$ cat src/rtl/core/tpl_pkg.sv
// Shared types, constants and tables for the thermopile polynomial linearizer.
`default_nettype none

package tpl_pkg;

   localparam int CODE_W            = 16;
   localparam int TEMP_W            = 24;
   localparam int ACC_W             = 56;
   localparam int XMAG_W            = 30;
   localparam int COEF_W            = 32;
   localparam int QUOT_W            = 11;
   localparam int FRAC_W            = 19;
   localparam int STEPS             = 7;
   localparam int OUT_FRAC_BITS_DEF = 8;

   localparam logic signed [CODE_W:0] CODE_OFFSET = 17'sd7200;
   localparam logic [CODE_W-1:0]      RECIP_25    = 16'd41944;
   localparam int                     RECIP_SHIFT = 20;
   localparam logic [CODE_W-1:0]      DIVISOR     = 16'd25;

   typedef logic signed [ACC_W-1:0]  acc_type;
   typedef logic signed [COEF_W-1:0] coef_type;

   localparam acc_type ACC_MAX = {1'b0, {(ACC_W-1){1'b1}}};
   localparam acc_type ACC_MIN = -ACC_MAX;
   localparam logic signed [63:0] SUM_MAX = 64'sd36028797018963967;
   localparam logic signed [63:0] SUM_MIN = -SUM_MAX;

   localparam coef_type DEG7_COEF [0:STEPS] = '{
      32'sd79, -32'sd2054, 32'sd13865, 32'sd28521,
      -32'sd357355, -32'sd4237925, 32'sd123159865, 32'sd418955605
   };

   localparam coef_type DEG3_COEF [0:STEPS] = '{
      32'sd0, 32'sd0, 32'sd0, 32'sd0,
      32'sd137573, -32'sd4684199, 32'sd119918507, 32'sd421193685
   };

   typedef struct packed {
      logic              x_neg;
      logic [XMAG_W-1:0] x_mag;
      logic              mode;
      logic              sat;
   } side_type;

   typedef struct packed {
      acc_type  acc;
      side_type side;
   } horner_type;

   // low bits of x magnitude: floor((r * 2^19 + 12) / 25)
   function automatic logic [FRAC_W-1:0] frac25(input logic [4:0] r);
      logic [FRAC_W-1:0] f;
      case (r)
         5'd0:    f = 19'd0;
         5'd1:    f = 19'd20972;
         5'd2:    f = 19'd41943;
         5'd3:    f = 19'd62915;
         5'd4:    f = 19'd83886;
         5'd5:    f = 19'd104858;
         5'd6:    f = 19'd125829;
         5'd7:    f = 19'd146801;
         5'd8:    f = 19'd167772;
         5'd9:    f = 19'd188744;
         5'd10:   f = 19'd209715;
         5'd11:   f = 19'd230687;
         5'd12:   f = 19'd251658;
         5'd13:   f = 19'd272630;
         5'd14:   f = 19'd293601;
         5'd15:   f = 19'd314573;
         5'd16:   f = 19'd335544;
         5'd17:   f = 19'd356516;
         5'd18:   f = 19'd377487;
         5'd19:   f = 19'd398459;
         5'd20:   f = 19'd419430;
         5'd21:   f = 19'd440402;
         5'd22:   f = 19'd461373;
         5'd23:   f = 19'd482345;
         5'd24:   f = 19'd503316;
         default: f = 19'd0;
      endcase
      return f;
   endfunction

endpackage

`default_nettype wire

$ cat src/rtl/core/tpl_horner_step.sv
// One Horner step: acc = clamp(round(acc * x / 2^24) + coef), four register stages.
`default_nettype none

module tpl_horner_step (
   input  wire                            clock,
   input  wire                            reset,
   input  tpl_pkg::coef_type              coef_deg7,
   input  tpl_pkg::coef_type              coef_deg3,
   input  wire                            in_valid,
   output logic                           in_ready,
   input  tpl_pkg::horner_type            in_data,
   output logic                           out_valid,
   input  wire                            out_ready,
   output tpl_pkg::horner_type            out_data
);
   import tpl_pkg::*;

   logic [3:0] v_ff;
   logic [3:0] en;

   logic [ACC_W-2:0]   ua_in;
   logic               neg_in;
   logic [ACC_W-2:0]   s1_ua_ff;
   logic               s1_neg_ff;
   side_type           s1_side_ff;

   logic [52:0]        phi_in;
   logic [61:0]        plo_in;
   logic [52:0]        s2_phi_ff;
   logic [61:0]        s2_plo_ff;
   logic               s2_neg_ff;
   side_type           s2_side_ff;

   logic [62:0]        lo_rnd_in;
   logic [61:0]        mag_in;
   logic [61:0]        s3_mag_ff;
   logic               s3_neg_ff;
   side_type           s3_side_ff;

   logic signed [63:0] smag_in;
   logic signed [63:0] sum_in;
   coef_type           coef_in;
   logic               hi_in;
   logic               lo_in;
   horner_type         out_in;
   horner_type         s4_ff;

   assign en[3]    = ~v_ff[3] | out_ready;
   assign en[2]    = ~v_ff[2] | en[3];
   assign en[1]    = ~v_ff[1] | en[2];
   assign en[0]    = ~v_ff[0] | en[1];
   assign in_ready = en[0];

   assign ua_in  = in_data.acc[ACC_W-1] ? (ACC_W-1)'(-in_data.acc) : (ACC_W-1)'(in_data.acc);
   assign neg_in = in_data.acc[ACC_W-1] ^ in_data.side.x_neg;

   assign phi_in = 53'(s1_ua_ff[ACC_W-2:32]) * 53'(s1_side_ff.x_mag);
   assign plo_in = 62'(s1_ua_ff[31:0]) * 62'(s1_side_ff.x_mag);

   assign lo_rnd_in = {1'b0, s2_plo_ff} + 63'(24'h800000);
   assign mag_in    = 62'({s2_phi_ff, 8'd0}) + 62'(lo_rnd_in[62:24]);

   always_comb begin
      smag_in = s3_neg_ff ? -$signed({2'b00, s3_mag_ff}) : $signed({2'b00, s3_mag_ff});
      coef_in = s3_side_ff.mode ? coef_deg7 : coef_deg3;
      sum_in  = smag_in + 64'(coef_in);
      hi_in   = sum_in > SUM_MAX;
      lo_in   = sum_in < SUM_MIN;
      out_in.side     = s3_side_ff;
      out_in.side.sat = s3_side_ff.sat | hi_in | lo_in;
      if (hi_in) begin
         out_in.acc = ACC_MAX;
      end else if (lo_in) begin
         out_in.acc = ACC_MIN;
      end else begin
         out_in.acc = sum_in[ACC_W-1:0];
      end
   end

   always_ff @(posedge clock) begin
      if (reset) begin
         v_ff <= '0;
      end else begin
         if (en[0]) v_ff[0] <= in_valid;
         if (en[1]) v_ff[1] <= v_ff[0];
         if (en[2]) v_ff[2] <= v_ff[1];
         if (en[3]) v_ff[3] <= v_ff[2];
      end
   end

   always_ff @(posedge clock) begin
      if (en[0]) begin
         s1_ua_ff   <= ua_in;
         s1_neg_ff  <= neg_in;
         s1_side_ff <= in_data.side;
      end
      if (en[1]) begin
         s2_phi_ff  <= phi_in;
         s2_plo_ff  <= plo_in;
         s2_neg_ff  <= s1_neg_ff;
         s2_side_ff <= s1_side_ff;
      end
      if (en[2]) begin
         s3_mag_ff  <= mag_in;
         s3_neg_ff  <= s2_neg_ff;
         s3_side_ff <= s2_side_ff;
      end
      if (en[3]) begin
         s4_ff <= out_in;
      end
   end

   assign out_valid = v_ff[3];
   assign out_data  = s4_ff;

   a_acc_in_range: assert property (@(posedge clock) disable iff (reset)
      v_ff[3] |-> ((s4_ff.acc <= ACC_MAX) && (s4_ff.acc >= ACC_MIN)))
      else $error("accumulator left its clamp range");

endmodule

`default_nettype wire

$ cat config.mk
export PLATFORM = sky130hd
export DESIGN_NAME = tpl_horner_step
export DESIGN_NICKNAME = d
export VERILOG_FILES = /design/src/rtl/core/tpl_pkg.sv /design/src/rtl/core/tpl_horner_step.sv
export SDC_FILE = /design/constraint.sdc
export NUM_CORES = 2
export LEC_CHECK = 0
export ABC_AREA = 0
export BUFFER_PORTS_ARGS = -buffer_cell sky130_fd_sc_hd__buf_2
export CAP_MARGIN = 0
export CORE_MARGIN = 5
export CORE_UTILIZATION = 25
export DETAILED_ROUTE_END_ITERATION = 10
export GPL_TIMING_DRIVEN = 1
export SKIP_CTS_REPAIR_TIMING = 1
export SYNTH_ARGS = -nofsm -noshare
export SYNTH_HDL_FRONTEND = slang
export SYNTH_SLANG_ARGS = --single-unit
$ cat constraint.sdc
create_clock -name clock -period 10.9 [get_ports clock]
set_input_delay 1.09 -clock clock [delete_from_list [all_inputs] [get_ports clock]]
set_output_delay 1.09 -clock clock [all_outputs]
set_load 0.05 [all_outputs]
# [Yosys cells after proc, flatten, opt, wreduce, memory -nomap -nowiden]
# Index checks and enable logic that the tools add are counted.
[classes] n_addsub=5 muxes=4 multipliers=2 n_reduce_logical=1 bitwise_logic=11 order_cmp=2
[op_table] operator="adder 64 x 32 -> 64 bit" count=1
[op_table] operator="greater-than comparator 64 x 56 -> 1 bit, second input constant" count=1
[op_table] operator="less-than comparator 64 x 56 -> 1 bit, second input constant" count=1
[op_table] operator="2-to-1 mux 64 bit" count=1
[op_table] operator="negation 62 -> 64 bit" count=1
[op_table] operator="adder 62 x 24 -> 63 bit, second input constant" count=1
[op_table] operator="adder 61 x 39 -> 62 bit" count=1
[op_table] operator="multiplier 32 x 30 -> 62 bit" count=1
[op_table] operator="2-to-1 mux 56 bit" count=1
[op_table] operator="2-to-1 mux 55 bit" count=1
[op_table] operator="negation 55 bit" count=1
[op_table] operator="multiplier 23 x 30 -> 53 bit" count=1
[op_table] operator="2-to-1 mux 32 bit" count=1
[op_table] operator="bitwise OR 1 bit" count=6
[op_table] operator="inverter 1 bit" count=4
[op_table] operator="OR reduction 2 bit" count=1
[op_table] operator="XOR 1 bit" count=1
[word_totals] word_cells=54 output_inout_bits=91 reg_bits=427 inputBits=157

# [Logic depth before layout (Yosys ltp)]
[depth] ltp_word=6 ltp_mapped=32 depth_no_buf=30

# [Least setup slack after synthesis]
# Ideal clock, no wire load.
[synth_timing] path_type="register -> register" start="register s1_side_ff[17] (netlist name)" end="register s2_plo_ff[59], data pin" path_buffers=2 path_stages_with_launch=30 required_time_ns=10.634 setup_slack_ns=2.777 arrival_ns=7.857 synth_period_minus_slack_ns=8.123 setup_ns=0.266 path_cell_list="edfxtp_1 clkbuf_1 clkbuf_1 and2_1 fa_1 inv_1 fa_1 inv_1 fa_1 inv_1 fa_1 inv_1 fa_1 fa_1 fa_1 inv_1 fa_1 inv_1 ha_1 a21oi_1 o21ai_0 a311oi_1 a31oi_1 a2111o_1 a31oi_1 o21ai_0 a221o_1 a21oi_1 o221ai_1 xor2_1"
[synth_between] elab_chain_cells=1
[synth_rtl] element="start, declared" line_no="tpl_horner_step.sv:25" source="side_type s1_side_ff;"
[synth_rtl] element="start signal, assigned" line_no="tpl_horner_step.sv:95" source="s1_side_ff <= in_data.side;"
[synth_rtl] element="multiplier 32 x 30 -> 62 bit" line_no="tpl_horner_step.sv:58" source="assign plo_in = 62'(s1_ua_ff[31:0]) * 62'(s1_side_ff.x_mag);"
[synth_rtl] element="named net plo_in[59]" line_no="tpl_horner_step.sv:28" source="logic [61:0] plo_in;"
[synth_rtl] element="end signal, assigned" line_no="tpl_horner_step.sv:99" source="s2_plo_ff <= plo_in;"
[synth_rtl] element="end, declared" line_no="tpl_horner_step.sv:30" source="logic [61:0] s2_plo_ff;"
# The timed path passes the listed nets, and every way through them passes these cells.
# A chain may end at the register's enable or synchronous reset.

# [Worst setup path after layout]
[layout_timing] start="register s1_side_ff[6] (netlist name)" end="register s2_plo_ff[56], data pin"
# The elaborated chain is that of the path after synthesis.

==> key figures <==
Route
  – Vias after detailed routing: 53340
  – ANT nets after route: 0
  – DRT iter0 DRCs: 3676
  – Wire per inst: between 15 and 20 um
  – Vias per Instance: 4.525
  – WL final: 217100 um
  – Drt pass-1 iters: 6
  – DRC viols: 0

Setup path
  – Reg-to-Reg End: s2_plo_ff[56]
  – Critical path data required time: 11320 ps
  – Startpoint types: flip-flop
  – CP Capture Type: flip-flop
  – CP max FO: 42
  – Max stage delay on crit path: 710 ps
  – Worst R2R Start: s1_side_ff[6]
  – CP dominant cell by count: fa_1
  – R2r setup slk: 1600 ps
  – Worst-path cell with the longest stage delay: edfxtp_1
  – CP top delay family: adder cells
  – CP Class: flip-flop to flip-flop
  – Reg2reg path depth: 27
  – Buf/Inv on CP: 5
  – WP data arrival: 9730 ps

Finish
  – Fin nets: 9911
  – Fillers: approximately 32000
  – Multi-input logic area: 55430 sq um
  – Sequential cell area: 12090 sq um
  – Syn-to-layout area delta: 9.593%
  – Share of cells above drive strength 1: 6.577%
  – Finished Layout Cells: 11790

Global route
  – Antenna violations before repair: 14
  – Overflow after GRT: 0
  – Largest net degree at the start of global routing: 65
  – Wire length of the first global-routing pass: 336000 um
  – GRT Util Overall: around 14%
  – Number of global-route vias before repair: 55200

Placed design
  – GPL Wtd Cong: 0.8821
  – I/O Buffers: 247
  – Post-DP HPWL: 170800 um
  – DP Cell Count: approximately 12000

Synth
  – Synth area leader: fa_1
  – Main synth FF type: edfxtp_1
  – Yosys cell types: 74
  – Ys async rst share: 0%
  – Flops & latches, synth: 404
  – Post-synthesis sequential area ratio: 16.19%
  – Number of flops mapped to enable cells by yosys: 400
  – Yosys top cell area share: 38.11%
  – Commonest cells in the netlist: inv_1, fa_1, nand2_1
  – Post-synthesis net count: ~10000
  – Syn_area_per_cell: ~9.5 sq um
  – Post-Syn Area: ~75000 sq um
  – Synth warnings: 0
  – Synth area leaders: fa_1, edfxtp_1, ha_1, inv_1, and2_1
  – Most common cell in the synthesized netlist: inv_1
  – Mapped Cells: 7824

CTS
  – H-Tree Depth: 2
  – Clk sinks: 404
  – CTS buffer count: 51
  – Clk_lat worst skew: 690 ps
  – Reg clk slew, reported paths: 60 ps
  – Clock Root Buffer: clkbuf_16
  – TritonCTS clock tree: built
  – Clock Path Buffers: 3

Floorplanning
  – Core Area: around 300000 sq um
  – Die Y: approximately 560 um
  – I/O pin count: 248
  – Die width: 556.6 um
  – Cell Rows: 200
  – Die area: between 300000 and 400000 sq um
  – Starting Density: about a quarter

Hold path
  – Hold Crit Class: flip-flop to flip-flop
  – WHS Path Cells: 0
  – Hold_sp: s1_side_ff[32]
  – Hold path endpoint: s2_side_ff[32]

STA
  – Worst Skew: 44.94 ps
  – Post-route minimum period: between 9000 and 10000 ps
  – Setup TNS: 0 ps
  – Final setup violating endpoints: 0
  – Unrepaired setup endpoints after global routing: false
  – Final period utilization: 85.34%
  – Final Slew Violations: 0
  – Final hold viol count: 0
  – Slew @ Worst Pin: 1452 ps
  – Slew Limit Headroom: about 3.2%
  – Max Clk Rate: 0.1075 GHz

Job
  – Max_cap viols: 0

Status
  – Outcome: finished, final reports clean
-- per-stage QoR --
step	utilization, %	setup WS, ps	hold slack, ps	instance area, sq um
after floorplan	-	2777	400.3	74700
after global placement	26.98	1902	400.4	80210
after detailed placement	26.98	1645	404.5	80210
after CTS	27.53	1608	410.1	81850
after global routing	27.53	1078	415.5	81860
final	27.54	1598	408.6	81860
-- logic make-up (layout without fill, tap and decap cells) --
logic type / Yosys count / count (layout) / synth area share [%]
and+or+nand+nor: 2376 / 2376 / 15.85
adders and majority gates: 1945 / 1945 / 46.87
buffers and inverters: 1915 / 1937 / 9.623
AOI/OAI and AO/OA: 817 / 817 / 7.054
DFF: 404 / 404 / 16.19
xor gates and xnor gates: 330 / 330 / 3.869
muxes: 37 / 37 / 0.5477
other: 0 / 3 / 0
-- worst max path at each step --
stage	startpoint	end	slack (ps)	cells after the start
2_1_floorplan	s1_side_ff[17]	s2_plo_ff[59]	2780	29
3_3_place_gp	s1_side_ff[6]	s2_plo_ff[56]	1900	27
3_5_place_dp	s1_side_ff[6]	s2_plo_ff[56]	1640	27
4_1_cts	s1_side_ff[6]	s2_plo_ff[56]	1610	27
5_1_grt	s1_side_ff[6]	s2_plo_ff[56]	1080	27
6_report	s1_side_ff[6]	s2_plo_ff[56]	1600	27
-- routing by layer --
metal  track usage [%]  part of all wire (%)
met5                 0                 0.024
met4             2.769                   2.0
met3             2.962                   8.0
met2             20.90                    42
met1             20.69                    48
-- placed cells by master (no fill, tap or decap), drive strengths merged, types with 13 or more instances in the layout --
cell	synthesis	final
o21a	26	26
nand2	1075	1075
nand2b	31	31
a21o	87	87
o41ai	22	22
nor2	139	139
xor2	72	72
buf	6	366
clkinv	0	22
mux2	31	31
a21oi	218	218
o31ai	52	52
xnor2	258	258
or3	31	31
nand3	62	62
clkbuf	428	55
o211ai	13	13
a21bo	17	17
and3	36	36
a211oi	33	33
fa	1422	1422
a31oi	28	28
nand4	51	51
o21bai	33	33
ha	523	523
and2	799	799
edfxtp	400	400
inv	1481	1486
nor3	50	50
o21ai	201	201
or4	28	28
nor4	16	16
nor2b	16	16
-- state kept, by name, indices dropped and copies added, names as in the netlist, 32 cells and up --
signal and flops:
out_data 89, s3_mag_ff 62, s1_ua_ff 55, s2_phi_ff 53, s2_plo_ff 39, s1_side_ff 33
s2_side_ff 33, out_in 32
-- layout make-up --
cell class	instances	share of cell area, %
diodes	3	0.009171
clock inverters	35	0.4264
flip-flops and latches	404	14.77
well taps	3939	6.021
inverters	1481	6.800
clock buffers	55	1.577
multi-input cells	5505	67.72
repair buffers	366	2.678
Power is not shown: default switching activity piles up to over one toggle a cycle in this logic, so the estimate is an artifact.
