## src/rtl/core/tpl_pkg.sv

```systemverilog
// Shared types, constants and tables for the thermopile polynomial linearizer.
`default_nettype none

package tpl_pkg;

   localparam int CODE_W            = 16;
   localparam int TEMP_W            = 24;
   localparam int ACC_W             = 56;
   localparam int XMAG_W            = 30;
   localparam int COEF_W            = 32;
   localparam int QUOT_W            = 11;
   localparam int FRAC_W            = 19;
   localparam int STEPS             = 7;
   localparam int OUT_FRAC_BITS_DEF = 8;

   localparam logic signed [CODE_W:0] CODE_OFFSET = 17'sd7200;
   localparam logic [CODE_W-1:0]      RECIP_25    = 16'd41944;
   localparam int                     RECIP_SHIFT = 20;
   localparam logic [CODE_W-1:0]      DIVISOR     = 16'd25;

   typedef logic signed [ACC_W-1:0]  acc_type;
   typedef logic signed [COEF_W-1:0] coef_type;

   localparam acc_type ACC_MAX = {1'b0, {(ACC_W-1){1'b1}}};
   localparam acc_type ACC_MIN = -ACC_MAX;
   localparam logic signed [63:0] SUM_MAX = 64'sd36028797018963967;
   localparam logic signed [63:0] SUM_MIN = -SUM_MAX;

   localparam coef_type DEG7_COEF [0:STEPS] = '{
      32'sd79, -32'sd2054, 32'sd13865, 32'sd28521,
      -32'sd357355, -32'sd4237925, 32'sd123159865, 32'sd418955605
   };

   localparam coef_type DEG3_COEF [0:STEPS] = '{
      32'sd0, 32'sd0, 32'sd0, 32'sd0,
      32'sd137573, -32'sd4684199, 32'sd119918507, 32'sd421193685
   };

   typedef struct packed {
      logic              x_neg;
      logic [XMAG_W-1:0] x_mag;
      logic              mode;
      logic              sat;
   } side_type;

   typedef struct packed {
      acc_type  acc;
      side_type side;
   } horner_type;

   // low bits of x magnitude: floor((r * 2^19 + 12) / 25)
   function automatic logic [FRAC_W-1:0] frac25(input logic [4:0] r);
      logic [FRAC_W-1:0] f;
      case (r)
         5'd0:    f = 19'd0;
         5'd1:    f = 19'd20972;
         5'd2:    f = 19'd41943;
         5'd3:    f = 19'd62915;
         5'd4:    f = 19'd83886;
         5'd5:    f = 19'd104858;
         5'd6:    f = 19'd125829;
         5'd7:    f = 19'd146801;
         5'd8:    f = 19'd167772;
         5'd9:    f = 19'd188744;
         5'd10:   f = 19'd209715;
         5'd11:   f = 19'd230687;
         5'd12:   f = 19'd251658;
         5'd13:   f = 19'd272630;
         5'd14:   f = 19'd293601;
         5'd15:   f = 19'd314573;
         5'd16:   f = 19'd335544;
         5'd17:   f = 19'd356516;
         5'd18:   f = 19'd377487;
         5'd19:   f = 19'd398459;
         5'd20:   f = 19'd419430;
         5'd21:   f = 19'd440402;
         5'd22:   f = 19'd461373;
         5'd23:   f = 19'd482345;
         5'd24:   f = 19'd503316;
         default: f = 19'd0;
      endcase
      return f;
   endfunction

endpackage

`default_nettype wire

```

## src/rtl/core/tpl_outscale.sv

```systemverilog
// Back end: rounds the accumulator to the output scale, clips to 24 bits and holds the result beat.
`default_nettype none

module tpl_outscale #(
   parameter int OUT_FRAC_BITS = tpl_pkg::OUT_FRAC_BITS_DEF
) (
   input  wire                            clock,
   input  wire                            reset,
   input  wire                            in_valid,
   output logic                           in_ready,
   input  tpl_pkg::horner_type            in_data,
   output logic                           out_valid,
   input  wire                            out_ready,
   output logic [tpl_pkg::TEMP_W-1:0]     temperature_q8,
   output logic                           saturated
);
   import tpl_pkg::*;

   localparam int SH   = 24 - OUT_FRAC_BITS;
   localparam int UM_W = ACC_W - SH;
   localparam logic [UM_W-1:0] POS_LIMIT = UM_W'((1 << (TEMP_W - 1)) - 1);
   localparam logic [UM_W-1:0] NEG_LIMIT = UM_W'(1 << (TEMP_W - 1));
   localparam logic [TEMP_W-1:0] TEMP_MAX = {1'b0, {(TEMP_W-1){1'b1}}};
   localparam logic [TEMP_W-1:0] TEMP_MIN = {1'b1, {(TEMP_W-1){1'b0}}};

   logic [2:0] v_ff;
   logic [2:0] en;

   logic [ACC_W-2:0]  ua_in;
   logic [ACC_W-2:0]  s1_ua_ff;
   logic              s1_neg_ff;
   logic              s1_sat_ff;

   logic [ACC_W-1:0]  rnd_in;
   logic [UM_W-1:0]   s2_um_ff;
   logic              s2_neg_ff;
   logic              s2_sat_ff;

   logic              over_pos_in;
   logic              over_neg_in;
   logic [UM_W-1:0]   um_neg_in;
   logic [TEMP_W-1:0] temp_in;
   logic [TEMP_W-1:0] temp_ff;
   logic              sat_ff;

   assign en[2]    = ~v_ff[2] | out_ready;
   assign en[1]    = ~v_ff[1] | en[2];
   assign en[0]    = ~v_ff[0] | en[1];
   assign in_ready = en[0];

   assign ua_in  = in_data.acc[ACC_W-1] ? (ACC_W-1)'(-in_data.acc) : (ACC_W-1)'(in_data.acc);
   assign rnd_in = {1'b0, s1_ua_ff} + (ACC_W'(1) << (SH - 1));

   always_comb begin
      over_pos_in = ~s2_neg_ff & (s2_um_ff > POS_LIMIT);
      over_neg_in = s2_neg_ff & (s2_um_ff > NEG_LIMIT);
      um_neg_in   = -s2_um_ff;
      if (over_pos_in) begin
         temp_in = TEMP_MAX;
      end else if (over_neg_in) begin
         temp_in = TEMP_MIN;
      end else if (s2_neg_ff) begin
         temp_in = um_neg_in[TEMP_W-1:0];
      end else begin
         temp_in = s2_um_ff[TEMP_W-1:0];
      end
   end

   always_ff @(posedge clock) begin
      if (reset) begin
         v_ff <= '0;
      end else begin
         if (en[0]) v_ff[0] <= in_valid;
         if (en[1]) v_ff[1] <= v_ff[0];
         if (en[2]) v_ff[2] <= v_ff[1];
      end
   end

   always_ff @(posedge clock) begin
      if (en[0]) begin
         s1_ua_ff  <= ua_in;
         s1_neg_ff <= in_data.acc[ACC_W-1];
         s1_sat_ff <= in_data.side.sat;
      end
      if (en[1]) begin
         s2_um_ff  <= rnd_in[ACC_W-1:SH];
         s2_neg_ff <= s1_neg_ff;
         s2_sat_ff <= s1_sat_ff;
      end
      if (en[2]) begin
         temp_ff <= temp_in;
         sat_ff  <= s2_sat_ff | over_pos_in | over_neg_in;
      end
   end

   assign out_valid      = v_ff[2];
   assign temperature_q8 = temp_ff;
   assign saturated      = sat_ff;

endmodule

`default_nettype wire

```

## config.mk

```make
export PLATFORM = sky130hd
export DESIGN_NAME = tpl_outscale
export DESIGN_NICKNAME = d
export VERILOG_FILES = /design/src/rtl/core/tpl_pkg.sv /design/src/rtl/core/tpl_outscale.sv
export SDC_FILE = /design/constraint.sdc
export NUM_CORES = 1
export LEC_CHECK = 0
export BUFFER_PORTS_ARGS = -buffer_cell sky130_fd_sc_hd__buf_4
export CAP_MARGIN = 0
export CORE_MARGIN = 5
export CORE_UTILIZATION = 52
export CTS_BUF_LIST = sky130_fd_sc_hd__clkbuf_4
export CTS_CLUSTER_DIAMETER = 100
export CTS_CLUSTER_SIZE = 12
export DETAILED_ROUTE_END_ITERATION = 10
export GPL_TIMING_DRIVEN = 0
export HOLD_SLACK_MARGIN = 0.08
export PLACE_DENSITY = 0.79
export SETUP_SLACK_MARGIN = 0.4
export SYNTH_ARGS = -nofsm -noshare
export SYNTH_HDL_FRONTEND = slang
export SYNTH_SLANG_ARGS = --single-unit
```

## constraint.sdc

```tcl
create_clock -name clock -period 2.37 [get_ports clock]
set_input_delay 0.237 -clock clock [delete_from_list [all_inputs] [get_ports clock]]
set_output_delay 0.237 -clock clock [all_outputs]
set_load 0.01 [all_outputs]
```

Yosys cells after proc, flatten, opt, wreduce, memory -nomap -nowiden
Index checks and enable logic that the tools add are counted.
- bitwise operators: 11
- reduce and logical (&&, ||, !) cells: 0
- div/mod/pow operators: 0
- add/subtract/negate cells: 3
- multiply operators: 0
- $lt $le $gt $ge: 2
- muxes and demuxes: 3
- shift operators: 0
- equality and inequality tests: 0
- operator list (cell ; count):
    55-bit by 16-bit adder with 56-bit output, second input constant ; 1
    55-bit 2-to-1 mux ; 1
    55-bit negator ; 1
    24-bit 2-to-1 mux ; 2
    40-bit by 23-bit > comparator with 1-bit output, second input constant ; 1
    40-bit by 24-bit > comparator with 1-bit output, second input constant ; 1
    24-bit negator ; 1
    1-bit bitwise OR ; 5
    1-bit NOT ; 4
    1-bit AND ; 2
- bits in latches: 0
- flip-flop bits (word level): 127
- word-level logic and storage cells: 30
- memories kept: 0
- output and inout port bits: 27
- bits of input ports: 93
- bits in writable memories: 0
- ROM bits: 0

Logic depth before layout (Yosys ltp)
Gate-level depths: netlist (run 1).
- word-level depth: 4
- depth in mapped cells: 9
- gate-level depth less buffers: 7

Worst setup path after synthesis (run 1)
No wires, ideal clock.
- path kind: register to register
- start: reg s2_um_ff[0]
- end: reg sat_ff (netlist: saturated) (data pin)
- path buffers: 1
- data arrival time: 2.243 ns
- clock period less this slack: 2.505 ns
- path slack: -0.135 ns
- setup time: 0.262 ns
- stages on the path, launching flop included: 9
- data required time: 2.108 ns
- cells stage by stage: edfxtp_1 > inv_1 > ha_1 > or4b_1 > buf_2 > nor4_4 > and4bb_1 > a21oi_1 > or2_2
- word-level cells in the longest chain between the ends: 4
- elaborated cells on any way between the ends: 6
- classes of those cells: order compare (2); bitwise (4)
- ends and longest elaborated chain (element ; RTL line ; source):
    from (decl) ; tpl_outscale.sv:35 ; logic [UM_W-1:0] s2_um_ff;
    from (signal assigned) ; tpl_outscale.sv:86 ; s2_um_ff <= rnd_in[ACC_W-1:SH];
    40-bit by 23-bit > comparator with 1-bit output ; tpl_outscale.sv:55 ; over_pos_in = ~s2_neg_ff & (s2_um_ff > POS_LIMIT);
    1-bit AND ; tpl_outscale.sv:55 ;
    1-bit bitwise OR ; tpl_outscale.sv:92 ; sat_ff <= s2_sat_ff | over_pos_in | over_neg_in;
    1-bit bitwise OR * ; tpl_outscale.sv:92 ;
    to (signal assigned) ; tpl_outscale.sv:92 ;
    to (decl) ; tpl_outscale.sv:44 ; logic sat_ff;
Every way passes the cells marked *; elsewhere a longest branch is shown, timed or not.
A chain may end at the register's enable or synchronous reset.

Final worst setup path (run 1)
- start: reg s2_um_ff[0]
- end: reg temp_ff[22] (netlist: temperature_q8[22]) (data pin)
- word-level cells in the longest chain between the ends: 3
- elaborated cells on any way between the ends: 7
- classes of those cells: add/sub (1); order compare (2); mux (2); bitwise (2)
- ends and longest elaborated chain (element ; RTL line ; source):
    40-bit by 24-bit > comparator with 1-bit output or 24-bit negator (tied branches) ; tpl_outscale.sv:56, tpl_outscale.sv:57 ;
    1-bit AND or 24-bit 2-to-1 mux (tied branches) ; tpl_outscale.sv:56, tpl_outscale.sv:62 ;
    24-bit 2-to-1 mux ; tpl_outscale.sv:60 ; end else if (over_neg_in) begin
    to (signal assigned) ; tpl_outscale.sv:91 ; temp_ff <= temp_in;
    to (decl) ; tpl_outscale.sv:43 ; logic [TEMP_W-1:0] temp_ff;
Several ways; a longest one is shown, not always the timed one.

==> impl_results.md, run 1 <==
- CP cell instances: inv_2 > ha_4 > or4b_4 > buf_6 > nor4_4 > buf_4 > buf_8 > a211oi_1 > a31oi_1 > o22ai_1
- Outcome: finished with violations
- Area of the mapped netlist: 5990 sq um
- CP bufs+invs: 4
- Rows: 39
- Final worst-path cycle share: 104%
- Fillcell total: 709
- Final worst slack: -0.0939 ns
- Syn Nets: 616
- Distinct cells, synth: 44
- Most used DFF post-synth: edfxtp_1
- Setup TNS: -0.366 ns
- Internal power: 3.23 mW
- Commonest non-fill, non-tap cell in the layout: buf_4
- Residual DRC count: 0
- Overall power: 4.34 mW
- Die Ht: 117 um
- Min Tclk post-route: 2.46 ns
- Core box area: 11400 sq um
- Commonest non-fill, non-tap cells in the layout: 121 x buf_4, 109 x edfxtp_1, 57 x xnor2_1
- CTS Root Cell: clkbuf_4
- YS warnings: 0
- Final GP Congestion: 0.877
- CTS H-Tree Depth: 3
- Largest area contributor in the netlist: edfxtp_1
- Routed WL: 14300 um
- Number of CTS-inserted buffers: 9
- Crit path kind: reg2reg
- Power Density: 527 nW/um^2
- Crit Path Max Fanout: 9
- Area of the multi-input gates: 3080 sq um
- DR WL/cell: 17.0 um
- Ys async rst share: 0%
- GRT Residual Overflow: 0
- Sw Pwr: 1.11 mW
- Post-synth EDFFs: 109
- Worst VDD drop: 320 uV
- Clock sink count: 112
- DP HPWL: 9260 um
- GR Util met2: 32.7%
- Gate power share: 17.4%
- Pleak: 3.06 nW
- Synth top area share: 54.6%
- Largest cells by area after synthesis: edfxtp_1 55%, xnor2_1 8.9%, xor2_1 3.8%, nor3_1 3.2%, nor2_1 2.8%
- Sw frac: 25.6%
- Skew final: 0.0210 ns
- Initial core utilization: 52.7%
- Max-slew violations: 0
- RSZ-0062 raised after global routing: yes
- Initial antenna violation count: 1
- CP top delay family: simple AND/OR/NAND/NOR gates
- Worst-Margin Slew: 0.858 ns
- CTS tree: built
- Die X: 117 um
- Share of layout cells above drive strength 1: 35.4%
- Detail Route Antenna Nets: 0
- GR Util met3: 4.04%
- Hold Path Class: in2reg
- Met1 Usage GRT: 24.0%
- Worst Path Required: 2.56 ns
- Gr usage total: 19.3%
- Die area: 13800 sq um
- Port Buffer Count: 87
- Longest Clk Path Bufs: 2
- Failing checks: negative setup slack
- DR iter-0 viols: 388
- Part of the power in the clock network: 23.4%
- Max Cap Violations: 0
- Global-route wire length before repair: 22100 um
- Synthesized flop and latch total: 112
- Final net count: 791
- Max Fclk: 406 MHz
- Part of the power in registers: 59.1%
- Vias: 4901
- Fin. Hold Viols: 0
- Relative slew slack: 42.7%
- Slowest stage cell, crit path: or4b_4
- Sequential cell area fraction in the yosys report: 55.6%
- Worst path max stage delay: 0.45 ns
- FF+latch area: 3330 sq um
- Worst path arrival time: 2.66 ns
- Drt via density: 5.81
- Fin Hold WS: 0.114 ns
- # setup viols final: 13
- Area Overhead vs Synth: 37.5%
- Synthesized area per cell: 11.5 sq um
- Worst skew pair latency: 0.46 ns
- Clock slew at reported path FFs: 0.16 ns
- Startpoint types: flip-flop
- Util after Layout: 72.5%
- Io pins: 120
- Vias in the first global route: 4666
- Crit. End Element: flip-flop
- Cells after synthesis: 521
- Busiest layer in global routing: met2
- Drt first pass iters: 5
- Largest net degree at the start of global routing: 26
[power by group through the flow]
stage / registers [mW] / logic (mW) / clock network, mW
floorplan: 2.57 / 0.324 / 0
global placement: 2.59 / 0.550 / 0
detailed placement: 2.60 / 0.568 / 0
CTS: 2.55 / 0.677 / 1.03
global route: 2.59 / 0.822 / 1.12
finish: 2.57 / 0.757 / 1.02
[final timing paths]
path                    start            endpoint  slack (ns)  cells past startpoint
hold reg to reg     s1_sat_ff           s2_sat_ff        0.45                      0
setup / recovery  s2_um_ff[0]  temperature_q8[22]       -0.09                     10
setup reg to reg  s2_um_ff[0]  temperature_q8[22]       -0.09                     10
hold / removal    in_data[77]        s1_ua_ff[44]        0.11                      2
[stage by stage]
| stage | instance area (sq um) | worst slack, ns | std cells |
|---|---|---|---|
| floorplan | 6190 | 0.0122 | 521 |
| global route | 8240 | -0.134 | 844 |
| global placement | 7020 | -0.277 | 751 |
| finish | 8240 | -0.0939 | 844 |
| detailed placement | 7020 | -0.325 | 751 |
| CTS | 7810 | -0.0939 | 818 |
[synthesized netlist by cell type, types with 2 or more instances]
master	n
a211oi_1	4
a211oi_2	10
a21oi_1	10
a31oi_1	5
and2_1	2
and3_1	9
and4_1	3
buf_2	2
clkbuf_1	18
dfxtp_1	3
edfxtp_1	109
ha_1	2
inv_1	13
mux2i_1	3
nand2_1	26
nand2b_1	2
nand3_1	16
nand3b_1	2
nand4_1	12
nand4b_1	3
nor2_1	45
nor2b_1	2
nor3_1	38
nor3b_1	2
nor4_1	13
nor4_4	2
o21ai_0	11
o22ai_1	12
o31ai_1	10
o41ai_1	10
or2_2	5
or3_1	7
or4_1	14
xnor2_1	61
xor2_1	26
[metal layers]
metal / vias up / part of all wire (%)
met2: 232 / 51
li1: 2337 / -
met5: - / 0
met1: 2306 / 40
met3: 26 / 7.2
met4: 0 / 2.1
[timing repair]
item	4_1_cts	5_1_grt
endpoints found under the hold margin	28	7
hold buffers	28	7
buffers inserted	20	18
gates cloned	4	0
pin swaps	20	22
endpoints found under the setup margin	88	52
resized for setup	39	48
[state kept, by name, indices dropped and copies added, names as in the netlist]
name	count
saturated	1
s1_sat_ff	1
v_ff	3
s2_neg_ff	1
temperature_q8	24
s1_ua_ff	40
s2_sat_ff	1
s2_um_ff	40
s1_neg_ff	1
[final cells by class]
cell class,count,share of cell area [%]
buffer,21,1.40
timing repair inverter,1,0.0911
antenna,1,0.0304
clock inverter,5,0.987
inverter,13,0.638
timing repair buffer,161,16.0
tap,143,2.17
sequential,112,40.4
clock buffer,10,0.911
multi-input combinational,377,37.3
[kinds of logic (layout without fill, tap and decap cells)]
family          Yosys count  count (layout)  share of synthesized area, %
compound gates           75              75                          9.31
xor+xnor                 87              87                          12.7
fa+ha+maj                 2               2                         0.418
buf+inv                  34             211                          2.30
flops                   112             112                          55.6
mux                       3               3                         0.501
other cells               0               1                             0
simple gates            208             210                          19.1
Note: power is estimated with default switching activity, not from simulation.
==> run 2: changes to the inputs <==
--- a/config.mk
+++ b/config.mk
@@ -8,14 +8,14 @@
 export BUFFER_PORTS_ARGS = -buffer_cell sky130_fd_sc_hd__buf_4
 export CAP_MARGIN = 0
 export CORE_MARGIN = 5
-export CORE_UTILIZATION = 52
+export CORE_UTILIZATION = 55
 export CTS_BUF_LIST = sky130_fd_sc_hd__clkbuf_4
 export CTS_CLUSTER_DIAMETER = 100
 export CTS_CLUSTER_SIZE = 12
 export DETAILED_ROUTE_END_ITERATION = 10
 export GPL_TIMING_DRIVEN = 0
 export HOLD_SLACK_MARGIN = 0.08
-export PLACE_DENSITY = 0.79
+export PLACE_DENSITY = 0.8
 export SETUP_SLACK_MARGIN = 0.4
 export SYNTH_ARGS = -nofsm -noshare
 export SYNTH_HDL_FRONTEND = slang
==> constraint.sdc (replaced) <==
create_clock -name clock -period 2.7 [get_ports clock]
set_input_delay 0.27 -clock clock [delete_from_list [all_inputs] [get_ports clock]]
set_output_delay 0.27 -clock clock [all_outputs]
set_load 0.01 [all_outputs]
==> run 2 against run 1 <==
Compared with the run above: the run now ends clean; via count fell by 8.9%; sequential share of layout area rose by 5.1 points; power fell by 17%; maximum frequency fell by 0.57%; sequential power fell by 12%; sequential cell count did not move; critical path type unchanged.
==> impl_results.md, run 2 (synthesis gave the netlist of run 1 again) <==
- Outcome: finished, final reports clean
- Crit path kind: reg2reg
- Area Overhead vs Synth: 22.2%
- Number of CTS-inserted buffers: 9
- Clock sink count: 112
- N_diodes: 0
- Largest net degree at the start of global routing: 44
- DR iter-0 viols: 288
- Initial core utilization: 55.8%
- Final GP Congestion: 0.911
- Die X: 114 um
- CTS H-Tree Depth: 3
- Worst path arrival time: 2.67 ns
- Fin. Hold Viols: 0
- Io pins: 120
- Die area: 13100 sq um
- Max Cap Violations: 0
- Vias: 4467
- Commonest non-fill, non-tap cells in the layout: 109 x edfxtp_1, 96 x buf_4, 60 x xnor2_1
- Max Fclk: 404 MHz
- Placed Cells: 748
- CTS Root Cell: clkbuf_4
- Detail Route Antenna Nets: 0
- DR WL/cell: 15.4 um
- Worst-Margin Slew: 0.818 ns
- Min Tclk post-route: 2.48 ns
- Setup WS pre-CTS: -0.00461 ns
- Port Buffer Count: 87
- Commonest non-fill, non-tap cell in the layout: edfxtp_1
- Slowest stage cell, crit path: edfxtp_1
- Hold Path Class: in2reg
- Skew final: 0.0242 ns
- Routed WL: 12100 um
- RSZ-0062 raised after global routing: yes
- GRT Residual Overflow: 0
- Worst Path Required: 2.89 ns
- Startpoint types: flip-flop
- Share of layout cells above drive strength 1: 25.1%
- Max-slew violations: 0
- Rows: 38
- CP bufs+invs: 4
- Drt first pass iters: 7
- Drt via density: 5.69
- Fin cells: 785
- CTS tree: built
- # setup viols final: 0
- Relative slew slack: 45.4%
- Worst skew pair latency: 0.45 ns
- Global-route wire length before repair: 20200 um
- Worst VDD drop: 277 uV
- Gr usage total: 19.1%
- Post-place instance area: 6840 sq um
- Crit. End Element: flip-flop
- Cell mode on critical path: buf_6
- Worst path max stage delay: 0.47 ns
- Residual DRC count: 0
- Clock slew at reported path FFs: 0.17 ns
- DP HPWL: 9100 um
- Post-route cell area: 7320 sq um
- Die Ht: 114 um
- Vias in the first global route: 4422
- Longest Clk Path Bufs: 2
- Final worst slack: 0.222 ns
- Pleak: 2.64 nW
- Setup TNS: 0 ns
- Final worst-path cycle share: 91.8%
- Power Density: 490 nW/um^2
- Final net count: 735
- CP top delay family: simple AND/OR/NAND/NOR gates
- Crit Path Max Fanout: 8
- Core box area: 10700 sq um
- Initial antenna violation count: 0
- CP cell instances: inv_2 > ha_4 > or4b_4 > buf_6 > nor4_4 > buf_4 > buf_6 > nand4b_1 > o31ai_1 > a31oi_1
[run 2: cell type report]
| cell class | instances | area, sq um |
|---|---|---|
| fill | 799 | 3420 |
| multi-input combinational | 375 | 2680 |
| clock buffer | 10 | 75.1 |
| sequential | 112 | 3330 |
| buffer | 21 | 97.6 |
| clock inverter | 6 | 67.6 |
| inverter | 13 | 48.8 |
| tap | 140 | 175 |
| timing repair buffer | 108 | 843 |
[run 2: worst paths after layout]
path	depth (start not counted)	slack, ns	endpoint	startpoint
hold reg to reg	0	0.45	s2_sat_ff	s1_sat_ff
setup / recovery	10	0.22	temperature_q8[23]	s2_um_ff[0]
hold / removal	2	0.12	s1_ua_ff[34]	in_data[67]
setup reg to reg	10	0.22	temperature_q8[23]	s2_um_ff[0]
[run 2: timing repair]
item	in CTS	in global routing
setup buffers	7	3
resized for setup	18	16
setup endpoints to repair	37	36
hold buffers	6	4
pin swaps	6	6
cloned	1	0
endpoints found under the hold margin	7	4
[run 2: where the power goes]
| part | switching, mW | total, mW | internal (mW) |
|---|---|---|---|
| Clock | 0.509 | 0.808 | 0.299 |
| Combinational | 0.255 | 0.533 | 0.278 |
| Sequential | 0.147 | 2.25 | 2.10 |
| Total | 0.911 | 3.59 | 2.68 |
[run 2: routing by layer]
metal  part of all wire [%]  track usage [%]  up-vias
met4                    2.6             7.92        0
li1                       -                -     2217
met3                    6.1             3.70       30
met5                      0                0        -
met2                     48             32.1      162
met1                     43             24.1     2058
[run 2: through the flow]
stage / hold WS, ns / total power, mW / utilization (%)
floorplan: 0.342 / 2.53 / -
global placement: 0.409 / 2.73 / 63.6
detailed placement: 0.414 / 2.76 / 63.6
CTS: 0.0820 / 3.59 / 66.9
global route: 0.0806 / 3.76 / 68.2
finish: 0.123 / 3.59 / 68.2
