## config.mk

```make
export PLATFORM = sky130hd
export DESIGN_NAME = tpl_norm
export DESIGN_NICKNAME = d
export VERILOG_FILES = /design/src/rtl/core/tpl_pkg.sv /design/src/rtl/core/tpl_norm.sv
export SDC_FILE = /design/constraint.sdc
export NUM_CORES = 1
export LEC_CHECK = 0
export BUFFER_PORTS_ARGS = -buffer_cell sky130_fd_sc_hd__clkbuf_2
export CAP_MARGIN = 10
export CORE_ASPECT_RATIO = 1.1
export CORE_MARGIN = 10
export CORE_UTILIZATION = 40
export DETAILED_ROUTE_END_ITERATION = 10
export HOLD_SLACK_MARGIN = 0.03
export RECOVER_POWER = 50
export SLEW_MARGIN = 0
export SYNTH_ARGS = -nofsm -noshare
export SYNTH_HDL_FRONTEND = slang
export SYNTH_SLANG_ARGS = --single-unit
export TNS_END_PERCENT = 1
```

## constraint.sdc

```tcl
create_clock -name clock -period 6.4 [get_ports clock]
set_clock_uncertainty 0.05 [all_clocks]
set_input_delay 0.64 -clock clock [delete_from_list [all_inputs] [get_ports clock]]
set_output_delay 0.64 -clock clock [all_outputs]
set_load 0.01 [all_outputs]
```

## src/rtl/core/tpl_pkg.sv

```systemverilog
// Shared types, constants and tables for the thermopile polynomial linearizer.
`default_nettype none

package tpl_pkg;

   localparam int CODE_W            = 16;
   localparam int TEMP_W            = 24;
   localparam int ACC_W             = 56;
   localparam int XMAG_W            = 30;
   localparam int COEF_W            = 32;
   localparam int QUOT_W            = 11;
   localparam int FRAC_W            = 19;
   localparam int STEPS             = 7;
   localparam int OUT_FRAC_BITS_DEF = 8;

   localparam logic signed [CODE_W:0] CODE_OFFSET = 17'sd7200;
   localparam logic [CODE_W-1:0]      RECIP_25    = 16'd41944;
   localparam int                     RECIP_SHIFT = 20;
   localparam logic [CODE_W-1:0]      DIVISOR     = 16'd25;

   typedef logic signed [ACC_W-1:0]  acc_type;
   typedef logic signed [COEF_W-1:0] coef_type;

   localparam acc_type ACC_MAX = {1'b0, {(ACC_W-1){1'b1}}};
   localparam acc_type ACC_MIN = -ACC_MAX;
   localparam logic signed [63:0] SUM_MAX = 64'sd36028797018963967;
   localparam logic signed [63:0] SUM_MIN = -SUM_MAX;

   localparam coef_type DEG7_COEF [0:STEPS] = '{
      32'sd79, -32'sd2054, 32'sd13865, 32'sd28521,
      -32'sd357355, -32'sd4237925, 32'sd123159865, 32'sd418955605
   };

   localparam coef_type DEG3_COEF [0:STEPS] = '{
      32'sd0, 32'sd0, 32'sd0, 32'sd0,
      32'sd137573, -32'sd4684199, 32'sd119918507, 32'sd421193685
   };

   typedef struct packed {
      logic              x_neg;
      logic [XMAG_W-1:0] x_mag;
      logic              mode;
      logic              sat;
   } side_type;

   typedef struct packed {
      acc_type  acc;
      side_type side;
   } horner_type;

   // low bits of x magnitude: floor((r * 2^19 + 12) / 25)
   function automatic logic [FRAC_W-1:0] frac25(input logic [4:0] r);
      logic [FRAC_W-1:0] f;
      case (r)
         5'd0:    f = 19'd0;
         5'd1:    f = 19'd20972;
         5'd2:    f = 19'd41943;
         5'd3:    f = 19'd62915;
         5'd4:    f = 19'd83886;
         5'd5:    f = 19'd104858;
         5'd6:    f = 19'd125829;
         5'd7:    f = 19'd146801;
         5'd8:    f = 19'd167772;
         5'd9:    f = 19'd188744;
         5'd10:   f = 19'd209715;
         5'd11:   f = 19'd230687;
         5'd12:   f = 19'd251658;
         5'd13:   f = 19'd272630;
         5'd14:   f = 19'd293601;
         5'd15:   f = 19'd314573;
         5'd16:   f = 19'd335544;
         5'd17:   f = 19'd356516;
         5'd18:   f = 19'd377487;
         5'd19:   f = 19'd398459;
         5'd20:   f = 19'd419430;
         5'd21:   f = 19'd440402;
         5'd22:   f = 19'd461373;
         5'd23:   f = 19'd482345;
         5'd24:   f = 19'd503316;
         default: f = 19'd0;
      endcase
      return f;
   endfunction

endpackage

`default_nettype wire

```

## src/rtl/core/tpl_norm.sv

```systemverilog
// Front end: converts the converter code to a Q6.24 sign/magnitude x and seeds the accumulator.
`default_nettype none

module tpl_norm (
   input  wire                            clock,
   input  wire                            reset,
   input  wire                            in_valid,
   output logic                           in_ready,
   input  wire  [tpl_pkg::CODE_W-1:0]     adc_code,
   input  wire                            accuracy_mode,
   output logic                           out_valid,
   input  wire                            out_ready,
   output tpl_pkg::horner_type            out_data
);
   import tpl_pkg::*;

   logic [3:0] v_ff;
   logic [3:0] en;

   logic signed [CODE_W:0] d_in;
   logic                   neg_in;
   logic [CODE_W-1:0]      ud_in;
   logic [CODE_W-1:0]      s1_ud_ff;
   logic                   s1_neg_ff;
   logic                   s1_mode_ff;

   logic [31:0]            prod_in;
   logic [30:0]            s2_prod_ff;
   logic [CODE_W-1:0]      s2_ud_ff;
   logic                   s2_neg_ff;
   logic                   s2_mode_ff;

   logic [QUOT_W-1:0]      q_in;
   logic [CODE_W-1:0]      q25_in;
   logic [CODE_W-1:0]      rem_in;
   logic [QUOT_W-1:0]      s3_q_ff;
   logic [4:0]             s3_r_ff;
   logic                   s3_neg_ff;
   logic                   s3_mode_ff;

   horner_type             out_in;
   horner_type             s4_ff;

   assign en[3]    = ~v_ff[3] | out_ready;
   assign en[2]    = ~v_ff[2] | en[3];
   assign en[1]    = ~v_ff[1] | en[2];
   assign en[0]    = ~v_ff[0] | en[1];
   assign in_ready = en[0];

   assign d_in   = $signed({adc_code[CODE_W-1], adc_code}) - CODE_OFFSET;
   assign neg_in = d_in[CODE_W];
   assign ud_in  = neg_in ? CODE_W'(-d_in) : CODE_W'(d_in);

   assign prod_in = s1_ud_ff * RECIP_25;

   assign q_in   = s2_prod_ff[30:RECIP_SHIFT];
   assign q25_in = CODE_W'(q_in) * DIVISOR;
   assign rem_in = s2_ud_ff - q25_in;

   always_comb begin
      out_in.acc        = s3_mode_ff ? ACC_W'(DEG7_COEF[0]) : ACC_W'(DEG3_COEF[0]);
      out_in.side.x_neg = s3_neg_ff;
      out_in.side.x_mag = {s3_q_ff, frac25(s3_r_ff)};
      out_in.side.mode  = s3_mode_ff;
      out_in.side.sat   = 1'b0;
   end

   always_ff @(posedge clock) begin
      if (reset) begin
         v_ff <= '0;
      end else begin
         if (en[0]) v_ff[0] <= in_valid;
         if (en[1]) v_ff[1] <= v_ff[0];
         if (en[2]) v_ff[2] <= v_ff[1];
         if (en[3]) v_ff[3] <= v_ff[2];
      end
   end

   always_ff @(posedge clock) begin
      if (en[0]) begin
         s1_ud_ff   <= ud_in;
         s1_neg_ff  <= neg_in;
         s1_mode_ff <= accuracy_mode;
      end
      if (en[1]) begin
         s2_prod_ff <= prod_in[30:0];
         s2_ud_ff   <= s1_ud_ff;
         s2_neg_ff  <= s1_neg_ff;
         s2_mode_ff <= s1_mode_ff;
      end
      if (en[2]) begin
         s3_q_ff    <= q_in;
         s3_r_ff    <= rem_in[4:0];
         s3_neg_ff  <= s2_neg_ff;
         s3_mode_ff <= s2_mode_ff;
      end
      if (en[3]) begin
         s4_ff <= out_in;
      end
   end

   assign out_valid = v_ff[3];
   assign out_data  = s4_ff;

   a_rem_below_divisor: assert property (@(posedge clock) disable iff (reset)
      v_ff[2] |-> (s3_r_ff < 5'd25))
      else $error("reciprocal quotient left remainder out of range");

endmodule

`default_nettype wire

```

# Word-level counts from Yosys, hierarchy flattened
# Memory sizes are Yosys's and may differ from the RTL's. A register that Yosys moved wholly into a read port is not among the register bits.
# Cells that the tools add are included.
[totals]
n_memories = 1
regBits = 163
inputBits = 21
out_inout_bits = 91
wordCells = 35
mem_bits_ro = 608
[op_classes]
n_mux = 2
multipliers = 2
bitwise_logic = 8
n_addsub = 3
[mem_list]
columns = ["name", "words", "width", "rd", "rd_ports_with_merged_regs", "write_ports", "line", "text"]
rows = [
  ["(name not given)", 32, 19, 1, 1, 0, "tpl_pkg.sv:54", "case (r)"],
]
[ops]
columns = ["op", "n"]
rows = [
  ["multiplier 16 x 13 -> 28 bit (second input constant)", 1],
  ["subtractor 16 x 14 -> 17 bit (second input constant)", 1],
  ["two-way mux 16 bit", 1],
  ["negator 16 bit", 1],
  ["multiplier 11 x 5 -> 5 bit (second input constant)", 1],
  ["two-way mux 7 bit", 1],
  ["subtractor 5 bit", 1],
  ["inverter 1 bit", 4],
  ["OR 1 bit", 4],
]

# Depth between registers and ports, before layout
# Gate-level depths: netlist of the first run.
[depth]
word_depth = 5
mapped_depth = 17

# Least setup slack after synthesis of the first run
# Ideal clock, no wire load.
[synth_path]
path_type = "register to register"
from = "register s1_ud_ff[9]"
to = "register s2_prod_ff[29] (data pin)"
setup_slack_ns = 1.469
arrival_time_ns = 4.621
stages_incl_launch_ff = 17
cell_sequence = "edfxtp_1 -> fa_1 -> ha_1 -> inv_1 -> fa_1 -> inv_1 -> fa_1 -> inv_1 -> fa_1 -> inv_1 -> ha_1 -> and4_1 -> and4b_1 -> or4_1 -> a21o_1 -> a41oi_1 -> xnor2_1"
[synth_via]
elab_chain_len = 1
[synth_lines]
columns = ["item", "line", "text"]
rows = [
  ["from (decl)", "tpl_norm.sv:23", "logic [CODE_W-1:0] s1_ud_ff;"],
  ["from (signal assigned)", "tpl_norm.sv:81", "s1_ud_ff <= ud_in;"],
  ["multiplier 16 x 13 -> 28 bit", "tpl_norm.sv:54", "assign prod_in = s1_ud_ff * RECIP_25;"],
  ["net prod_in[29]", "tpl_norm.sv:27", "logic [31:0] prod_in;"],
  ["to (signal assigned)", "tpl_norm.sv:86", "s2_prod_ff <= prod_in[30:0];"],
  ["to (decl)", "tpl_norm.sv:28", "logic [30:0] s2_prod_ff;"],
]
# The timed path passes the listed nets, and every way through them passes these cells.
# A chain may end at the register's enable or synchronous reset.

# Worst setup path after layout of the first run
[layout_path]
from = "register s1_ud_ff[13]"
to = "register s2_prod_ff[29] (data pin)"
# Same word-level chain as after synthesis.

==> results of run 1 <==
==> cell families (layout without fill, tap and decap cells) <==
| kind of cell | Yosys count | in the layout | share of synthesized area, % |
|---|---|---|---|
| other | 1 | 52 | 0.0432 |
| XOR/XNOR | 49 | 49 | 4.95 |
| AND/OR/NAND/NOR | 135 | 135 | 7.65 |
| adder cells (fa/ha/maj) | 194 | 194 | 34.5 |
| multiplexers | 6 | 6 | 0.981 |
| flip-flops | 90 | 90 | 30.7 |
| AO/OA/AOI/OAI | 124 | 124 | 9.19 |
| buffers and inverters | 218 | 220 | 12.0 |
==> placed cells by master (no fill, tap or decap), types with 4 or more instances in the layout <==
master     synthesis  final
a31oi_1            5      5
conb_1             1     52
ha_1             119    119
fa_1              75     75
nand3_1            8      8
a211oi_1           5      5
inv_1            141    141
mux2i_1            4      4
nand2_1           39     39
edfxtp_1          86     86
nor2_1            44     44
clkbuf_1          13     37
xnor2_1           38     38
nand4_1            6      6
or3_1              6      6
xor2_1            11     11
clkbuf_2           0     25
o21ai_1            4      4
o21bai_1           4      4
o31ai_1            4      4
o21ai_0           21     21
clkbuf_16          0      9
a21o_1             9      9
o22ai_1            6      6
a21oi_1           39     39
dfxtp_1            4      4
nor3_1            10     10
==> area by class of cell <==
class | instances | share of cell area, %
Tap cell | 290 | 3.92
Clock inverter | 6 | 0.527
Clock buffer | 10 | 2.47
Inverter | 143 | 5.80
Timing Repair Buffer | 61 | 2.81
Sequential cell | 90 | 28.8
Multi-Input combinational cell | 560 | 55.7
==> flip-flops by register name, summed over array words and instances, names as in the netlist <==
register / flops
out_data: 32
s1_mode_ff: 1
s1_neg_ff: 1
s1_ud_ff: 16
s2_mode_ff: 1
s2_neg_ff: 1
s2_prod_ff: 11
s2_ud_ff: 5
s3_mode_ff: 1
s3_neg_ff: 1
s3_q_ff: 11
s3_r_ff: 5
v_ff: 4
==> stage by stage <==
step,cells,hold WS [ns],utilization [%],cell area [um2]
after floorplan,868,0.350,-,8860
final,1160,0.367,43.5,9260
after detailed placement,1143,0.355,42.4,9020
after global routing,1160,0.376,43.5,9260
after global placement,1143,0.351,42.4,9020
after CTS,1159,0.369,43.7,9300
==> layer usage <==
layer / global-route usage [%] / vias up
met4: 3.14 / 0
met3: 2.98 / 13
li1: - / 2744
met5: 0 / -
met1: 14.4 / 2544
met2: 19.7 / 121
==> worst paths after layout <==
check                from              to  slack [ns]  cells past startpoint
max          s1_ud_ff[13]  s2_prod_ff[29]        1.26                     14
min            s3_q_ff[4]    out_data[25]        0.37                      0
max reg2reg  s1_ud_ff[13]  s2_prod_ff[29]        1.26                     14
min reg2reg    s3_q_ff[4]    out_data[25]        0.37                      0
==> impl_metrics.ini, run 1 <==
[timing]
layout_setup_ws_ns = 1.26
grt_setup_unrepaired = false
period_minus_slack_ns = 5.14
tns_ns = 0
report.final.slew_viol_count = 0
fmax_ghz = 0.195
maxSlewHeadroom_pct = 15.3
setup_viol = 0
hold_viol = 0
period_share_pct = 80.3
tightest_slew_ns = 1.27

[worst_setup_path]
crit_fanout = 7
setup.worst_path.end_class = flop
crit_family = adder cells
startpoint_type = flop
critical_path_class = reg -> reg
crit_chain = ha_1, fa_1, fa_1, fa_1, inv_1, fa_1, inv_1, ha_1, and4_1, and4b_1, or4_1, a21o_1, a41oi_1, xnor2_1
worstPathRequired_ns = 6.45
crit_buf_inv = 2
slowest_stage = edfxtp_1
cpMostUsedCell = fa_1
crit_path_max_incr_delay_ns = 0.57
cp.arrival_ns = 5.19

[floorplan]
initial_core_util_pct = 40.7
die_h_um = 174
placementRows = 56
die_w_um = 160
dieArea_mm2 = 0.0280
ioPinCount = 112
core_mm2 = 0.0213

[flow_run]
cap_violations = 0

[cts]
cts_sinks = 90
cts_resized = 0
cts_setup_buffers = 0
cts_buffers = 9
cts.clk_slew.worst_paths_ns = 0.07
cts_tree = yes
clockRootBuffer = clkbuf_16
h-tree-depth = 3
cts_hold_buf = 0
cts_max_path_buffers = 2
clk_latency_ns = 0.34

[global_routing]
globalRouteOverflowTotal = 0
grt_max_degree = 33
antenna_found_initial = 0
grt_pass1_wl_mm = 27.2
grt_pass1_vias = 5525
track_usage_pct = 11.6

[cells_and_area]
area.sequential_mm2 = 0.00266
fillers = 2086
n_antenna_cell = 0
area_growth_pct = 6.77
drive_gt1_share_pct = 6.21
multi_input_comb_area_mm2 = 0.00516
fin_nets = 1080

[yosys]
synth-async-reset-ratio_pct = 0
ys.flop_type = edfxtp_1
ys_ff_latch = 90
synth_area_mm2 = 0.00867
yosysUniqueCellTypes = 69
yosys-top-cells-count = inv_1, ha_1, edfxtp_1
synth_top_cell_by_area = edfxtp_1
ys_seq_area_share_pct = 30.7
yosysWarningCount = 0
synth_edf_count = 86
syn-mean-instance-area_um2 = 10.6
yosys.area.top_type_share_pct = 29.8
synth.most_common_cell = inv_1
netlist_instances = 817
synth_area_leaders = edfxtp_1, fa_1, ha_1

[place]
preCtsSetupSlack_ns = 1.24
dp_hpwl_mm = 13.6
gp_congestion = 0.845
io_buffers = 59

[detailed_routing]
highest_layer = met4
postRouteAntennaNets = 0
viasPerCell = 4.67
routed_wl_mm = 16.1
dr.pass1.iters = 5
wl_met2_mm = 7.88
post-route-drc-count = 0
drt_iter0_markers = 256
wl_met3_um = 780
wire_per_inst_um = 13.9
via_count = 5422
wl_met1_mm = 7.21

[worst_hold_path]
hp-class = reg -> reg

[run_status]
status = finished clean
Power of run 1 is not shown: default switching activity piles up to over one toggle a cycle in this logic, so the estimate is an artifact.
==> run 2: changes to the inputs <==
==> constraint.sdc (replaced) <==
create_clock -name clock -period 4.32 [get_ports clock]
set_clock_uncertainty 0.05 [all_clocks]
set_input_delay 0.432 -clock clock [delete_from_list [all_inputs] [get_ports clock]]
set_output_delay 0.432 -clock clock [all_outputs]
set_load 0.01 [all_outputs]
==> run 2 against run 1 <==
  * Global-route usage up 0.91 points
  * Non-clock buffer count rose by 93
  * Highest routed layer unchanged
  * Critical path depth is 2 higher
  * Critical path type unchanged
  * First-iteration DRC count fell by 20%
  * The run now ends with setup timing left
  * Setup slack worse by 1.8 ns
==> impl_metrics.ini, run 2 (synthesis gave the netlist of run 1 again) <==
[cts]
clockRootBuffer = clkbuf_16
clk_latency_ns = 0.35
cts.clk_slew.worst_paths_ns = 0.07
cts_buffers = 9
cts_sinks = 90
cts_max_path_buffers = 2
cts_hold_buf = 0
h-tree-depth = 3
cts_tree = yes

[timing]
layout_setup_ws_ns = -0.571
tightest_slew_ns = 1.32
setup_viol = 11
hold_viol = 0
period_minus_slack_ns = 4.89
tns_ns = -4.32
period_share_pct = 113
fmax_ghz = 0.204
report.final.slew_viol_count = 0
maxSlewHeadroom_pct = 11.9
grt_setup_unrepaired = true

[global_routing]
grt_pass1_wl_mm = 29.2
antenna_found_initial = 0
grt_pass1_vias = 6130
globalRouteOverflowTotal = 0
track_usage_pct = 12.6
grt_max_degree = 33

[cells_and_area]
final_cell_mix = inv_1, ha_1, edfxtp_1
stdcell_area_mm2 = 0.0102
final_common_cell = inv_1
largest_reg_flops = 32
area.sequential_mm2 = 0.00266
multi_input_comb_area_mm2 = 0.00541
fin_nets = 1173
drive_gt1_share_pct = 18.1
fillers = 1996
n_antenna_cell = 0
area_growth_pct = 18.0

[place]
gp_congestion = 0.858
place_area_mm2 = 0.00975
dp_hpwl_mm = 14.5
io_buffers = 59
preCtsSetupSlack_ns = -0.563

[worst_setup_path]
cp.arrival_ns = 4.94
setup.worst_path.end_class = flop
timing.rr.end = s2_prod_ff[29]
r2r_start = s1_ud_ff[10]
crit_fanout = 4
critical_path_class = reg -> reg
worstPathRequired_ns = 4.37
rr_worst_depth = 16
r2r_slack_ns = -0.57
startpoint_type = flop

[detailed_routing]
dr.pass1.iters = 4
drt_iter0_markers = 205
viasPerCell = 4.61
post-route-drc-count = 0
wire_per_inst_um = 13.7
via_count = 5781
routed_wl_mm = 17.2
postRouteAntennaNets = 0

[floorplan]
ioPinCount = 112
dieArea_mm2 = 0.0280
core_mm2 = 0.0213
die_w_um = 160
placementRows = 56
initial_core_util_pct = 40.7
die_h_um = 174

[run_status]
violations = setup timing
status = finished with violations

[worst_hold_path]
hold_end = v_ff[3]
hold_start = reset
hp-class = in -> reg
holdPathStages = 2

[flow_run]
cap_violations = 0
run 2: critical path, stage by stage (launching register included):
cell and delay [ns]:
edfxtp_1 0.46, buf_6 0.17, buf_6 0.11, fa_2 0.54
ha_4 0.20, fa_1 0.43, fa_1 0.53, inv_2 0.04
fa_1 0.51, inv_2 0.05, ha_4 0.23, a211oi_4 0.27
o22ai_2 0.12, or4_1 0.52, a21o_1 0.20, a41oi_2 0.15
xnor2_1 0.08
run 2: what timing repair did:
| action | CTS | global route |
|---|---|---|
| gates cloned | 0 | 0 |
| gates resized for setup | 10 | 22 |
| setup buffers | 2 | 8 |
| endpoints found under the setup margin | 11 | 11 |
| pin swaps | 4 | 25 |
run 2: layer usage:
layer / share of wire [%] / track usage, %
met5: 0 / 0
met4: 2.0 / 3.87
met3: 4.8 / 3.10
met2: 50 / 21.7
met1: 43 / 15.0
run 2: metrics by stage:
stage,hold WS [ns],util [%],instances
2_1_floorplan,0.350,-,868
3_3_place_gp,0.350,45.8,1226
3_5_place_dp,0.355,45.8,1226
4_1_cts,0.222,47.5,1244
5_1_grt,0.226,48.1,1253
6_report,0.237,48.1,1253
run 2: cell type report:
type,count,share of cell area (%)
Clock inverter,7,0.880
Multi-Input combinational cell,560,52.8
Sequential cell,90,26.0
Tap cell,290,3.54
Timing Repair Buffer,154,9.29
Clock buffer,9,2.20
Inverter,143,5.24
run 2: how the worst max path moves through the flow:
stage                     slack, ns              to         start
after floorplan               -0.39  s2_prod_ff[29]  s1_ud_ff[13]
after global placement        -0.49  s2_prod_ff[27]  s1_ud_ff[10]
after detailed placement      -0.56  s2_prod_ff[27]  s1_ud_ff[10]
after CTS                     -0.56  s2_prod_ff[27]  s1_ud_ff[10]
after global routing          -0.77  s2_prod_ff[29]  s1_ud_ff[10]
final                         -0.57  s2_prod_ff[29]  s1_ud_ff[10]
Power of run 2 is left out for the same reason.
==> run 3: changes to the inputs <==
--- a/config.mk
+++ b/config.mk
@@ -11,10 +11,11 @@
 export CORE_MARGIN = 10
 export CORE_UTILIZATION = 40
 export DETAILED_ROUTE_END_ITERATION = 10
+export GPL_ROUTABILITY_DRIVEN = 1
 export HOLD_SLACK_MARGIN = 0.03
 export RECOVER_POWER = 50
 export SLEW_MARGIN = 0
 export SYNTH_ARGS = -nofsm -noshare
 export SYNTH_HDL_FRONTEND = slang
 export SYNTH_SLANG_ARGS = --single-unit
-export TNS_END_PERCENT = 1
+export TNS_END_PERCENT = 20
==> run 3 against run 2 <==
  * The run still ends with setup timing left
  * Design area shrank 0.77%
  * Setup slack gained 0.029 ns
  * Critical path depth grew 1
  * Global-route usage is essentially flat
==> impl_metrics.ini, run 3 (synthesis gave the netlist of run 1 again) <==
[floorplan]
die_h_um = 174
ioPinCount = 112
core_mm2 = 0.0213
die_w_um = 160
dieArea_mm2 = 0.0280
placementRows = 56
initial_core_util_pct = 40.7

[place]
preCtsSetupSlack_ns = -0.558
io_buffers = 59
gp_congestion = 0.841
dp_hpwl_mm = 14.4

[cells_and_area]
n_antenna_cell = 0
final_cell_mix = inv_1, ha_1, edfxtp_1
drive_gt1_share_pct = 17.4
area_growth_pct = 17.1
final_common_cell = inv_1
fin_nets = 1170
largest_reg_flops = 32
utilization_pct = 47.7
fillers = 1992

[timing]
setup_viol = 11
period_share_pct = 113
fmax_ghz = 0.206
grt_setup_unrepaired = true
tightest_slew_ns = 1.35
layout_setup_ws_ns = -0.542
report.final.slew_viol_count = 0
period_minus_slack_ns = 4.86
finalHoldWorstSlack_ns = 0.229
maxSlewHeadroom_pct = 10.2
hold_viol = 0

[run_status]
status = finished with violations
violations = setup timing

[cts]
cts_max_path_buffers = 2
cts_tree = yes
cts_hold_buf = 0
h-tree-depth = 3
clk_latency_ns = 0.36
cts_sinks = 90
cts.clk_slew.worst_paths_ns = 0.08
clockRootBuffer = clkbuf_16
cts_buffers = 9

[worst_hold_path]
hp-class = in -> reg

[detailed_routing]
dr.pass1.iters = 4
via_count = 5768
viasPerCell = 4.61
wire_per_inst_um = 13.9
drt_iter0_markers = 232
postRouteAntennaNets = 0
post-route-drc-count = 0
routed_wl_mm = 17.3

[worst_setup_path]
critical_path_class = reg -> reg
setup.worst_path.end_class = flop
slowest_stage = fa_1
crit_fanout = 3
startpoint_type = flop
crit_chain = buf_6, fa_1, ha_1, inv_1, fa_1, inv_2, fa_1, inv_1, fa_1, inv_2, ha_4, and4_4, and4b_1, or3_4, a211o_1, a31oi_2, xnor2_1
cpMostUsedCell = fa_1
crit_buf_inv = 5
cp.arrival_ns = 4.92
crit_path_max_incr_delay_ns = 0.52
worstPathRequired_ns = 4.38
crit_family = adder cells

[global_routing]
grt_pass1_wl_mm = 29.1
antenna_found_initial = 0
globalRouteOverflowTotal = 0
track_usage_pct = 12.5
grt_pass1_vias = 6079
grt_max_degree = 33

[flow_run]
cap_violations = 0
[run 3: tightest hold or removal path, delay by kind of cell]
| family | cells | cell delay [ns] |
|---|---|---|
| and+or+nand+nor | 1 | 0.07 |
| buffers and inverters | 1 | 0.07 |
| AOI/OAI and AO/OA | 1 | 0.03 |
[run 3: through the flow]
stage | std cells | setup TNS, ns | cell area, um2
after floorplan | 868 | -1.94 | 8970
after global placement | 1226 | -4.28 | 9750
after detailed placement | 1226 | -4.78 | 9750
after CTS | 1248 | -4.20 | 10200
after global routing | 1250 | -6.33 | 10200
final | 1250 | -3.97 | 10200
[run 3: layout make-up]
| class | count | area [um2] | share of cell area [%] |
|---|---|---|---|
| repair buffers | 151 | 925 | 9.10 |
| flip-flops and latches | 90 | 2660 | 26.2 |
| well taps | 290 | 363 | 3.57 |
| multi-input cells | 560 | 5370 | 52.8 |
| clock buffers | 9 | 225 | 2.22 |
| clock inverters | 7 | 81.3 | 0.801 |
| inverters | 143 | 537 | 5.28 |
[run 3: repair_timing]
action | in CTS | in global routing
gates resized for setup | 14 | 10
setup endpoints to repair | 11 | 11
pin swaps | 5 | 11
hold endpoints to repair | 0 | 0
buffers inserted | 6 | 1
[run 3: path summary, 6_finish.rpt]
path,from,end,slack [ns],cells past startpoint
worst max-delay path,s1_ud_ff[10],s2_prod_ff[27],-0.54,17
worst min-delay path,in_valid,v_ff[0],0.23,3
worst max register to register,s1_ud_ff[10],s2_prod_ff[27],-0.54,17
worst min register to register,s3_q_ff[6],out_data[27],0.36,0
[run 3: routing by layer]
layer	vias up	wire length (um)	GRT usage, %
met2	104	8560	21.6
met3	14	726	2.84
met4	0	191	3.25
li1	2929	-	-
met1	2721	7840	15.4
met5	-	0	0
Power of run 3 is left out for the same reason.
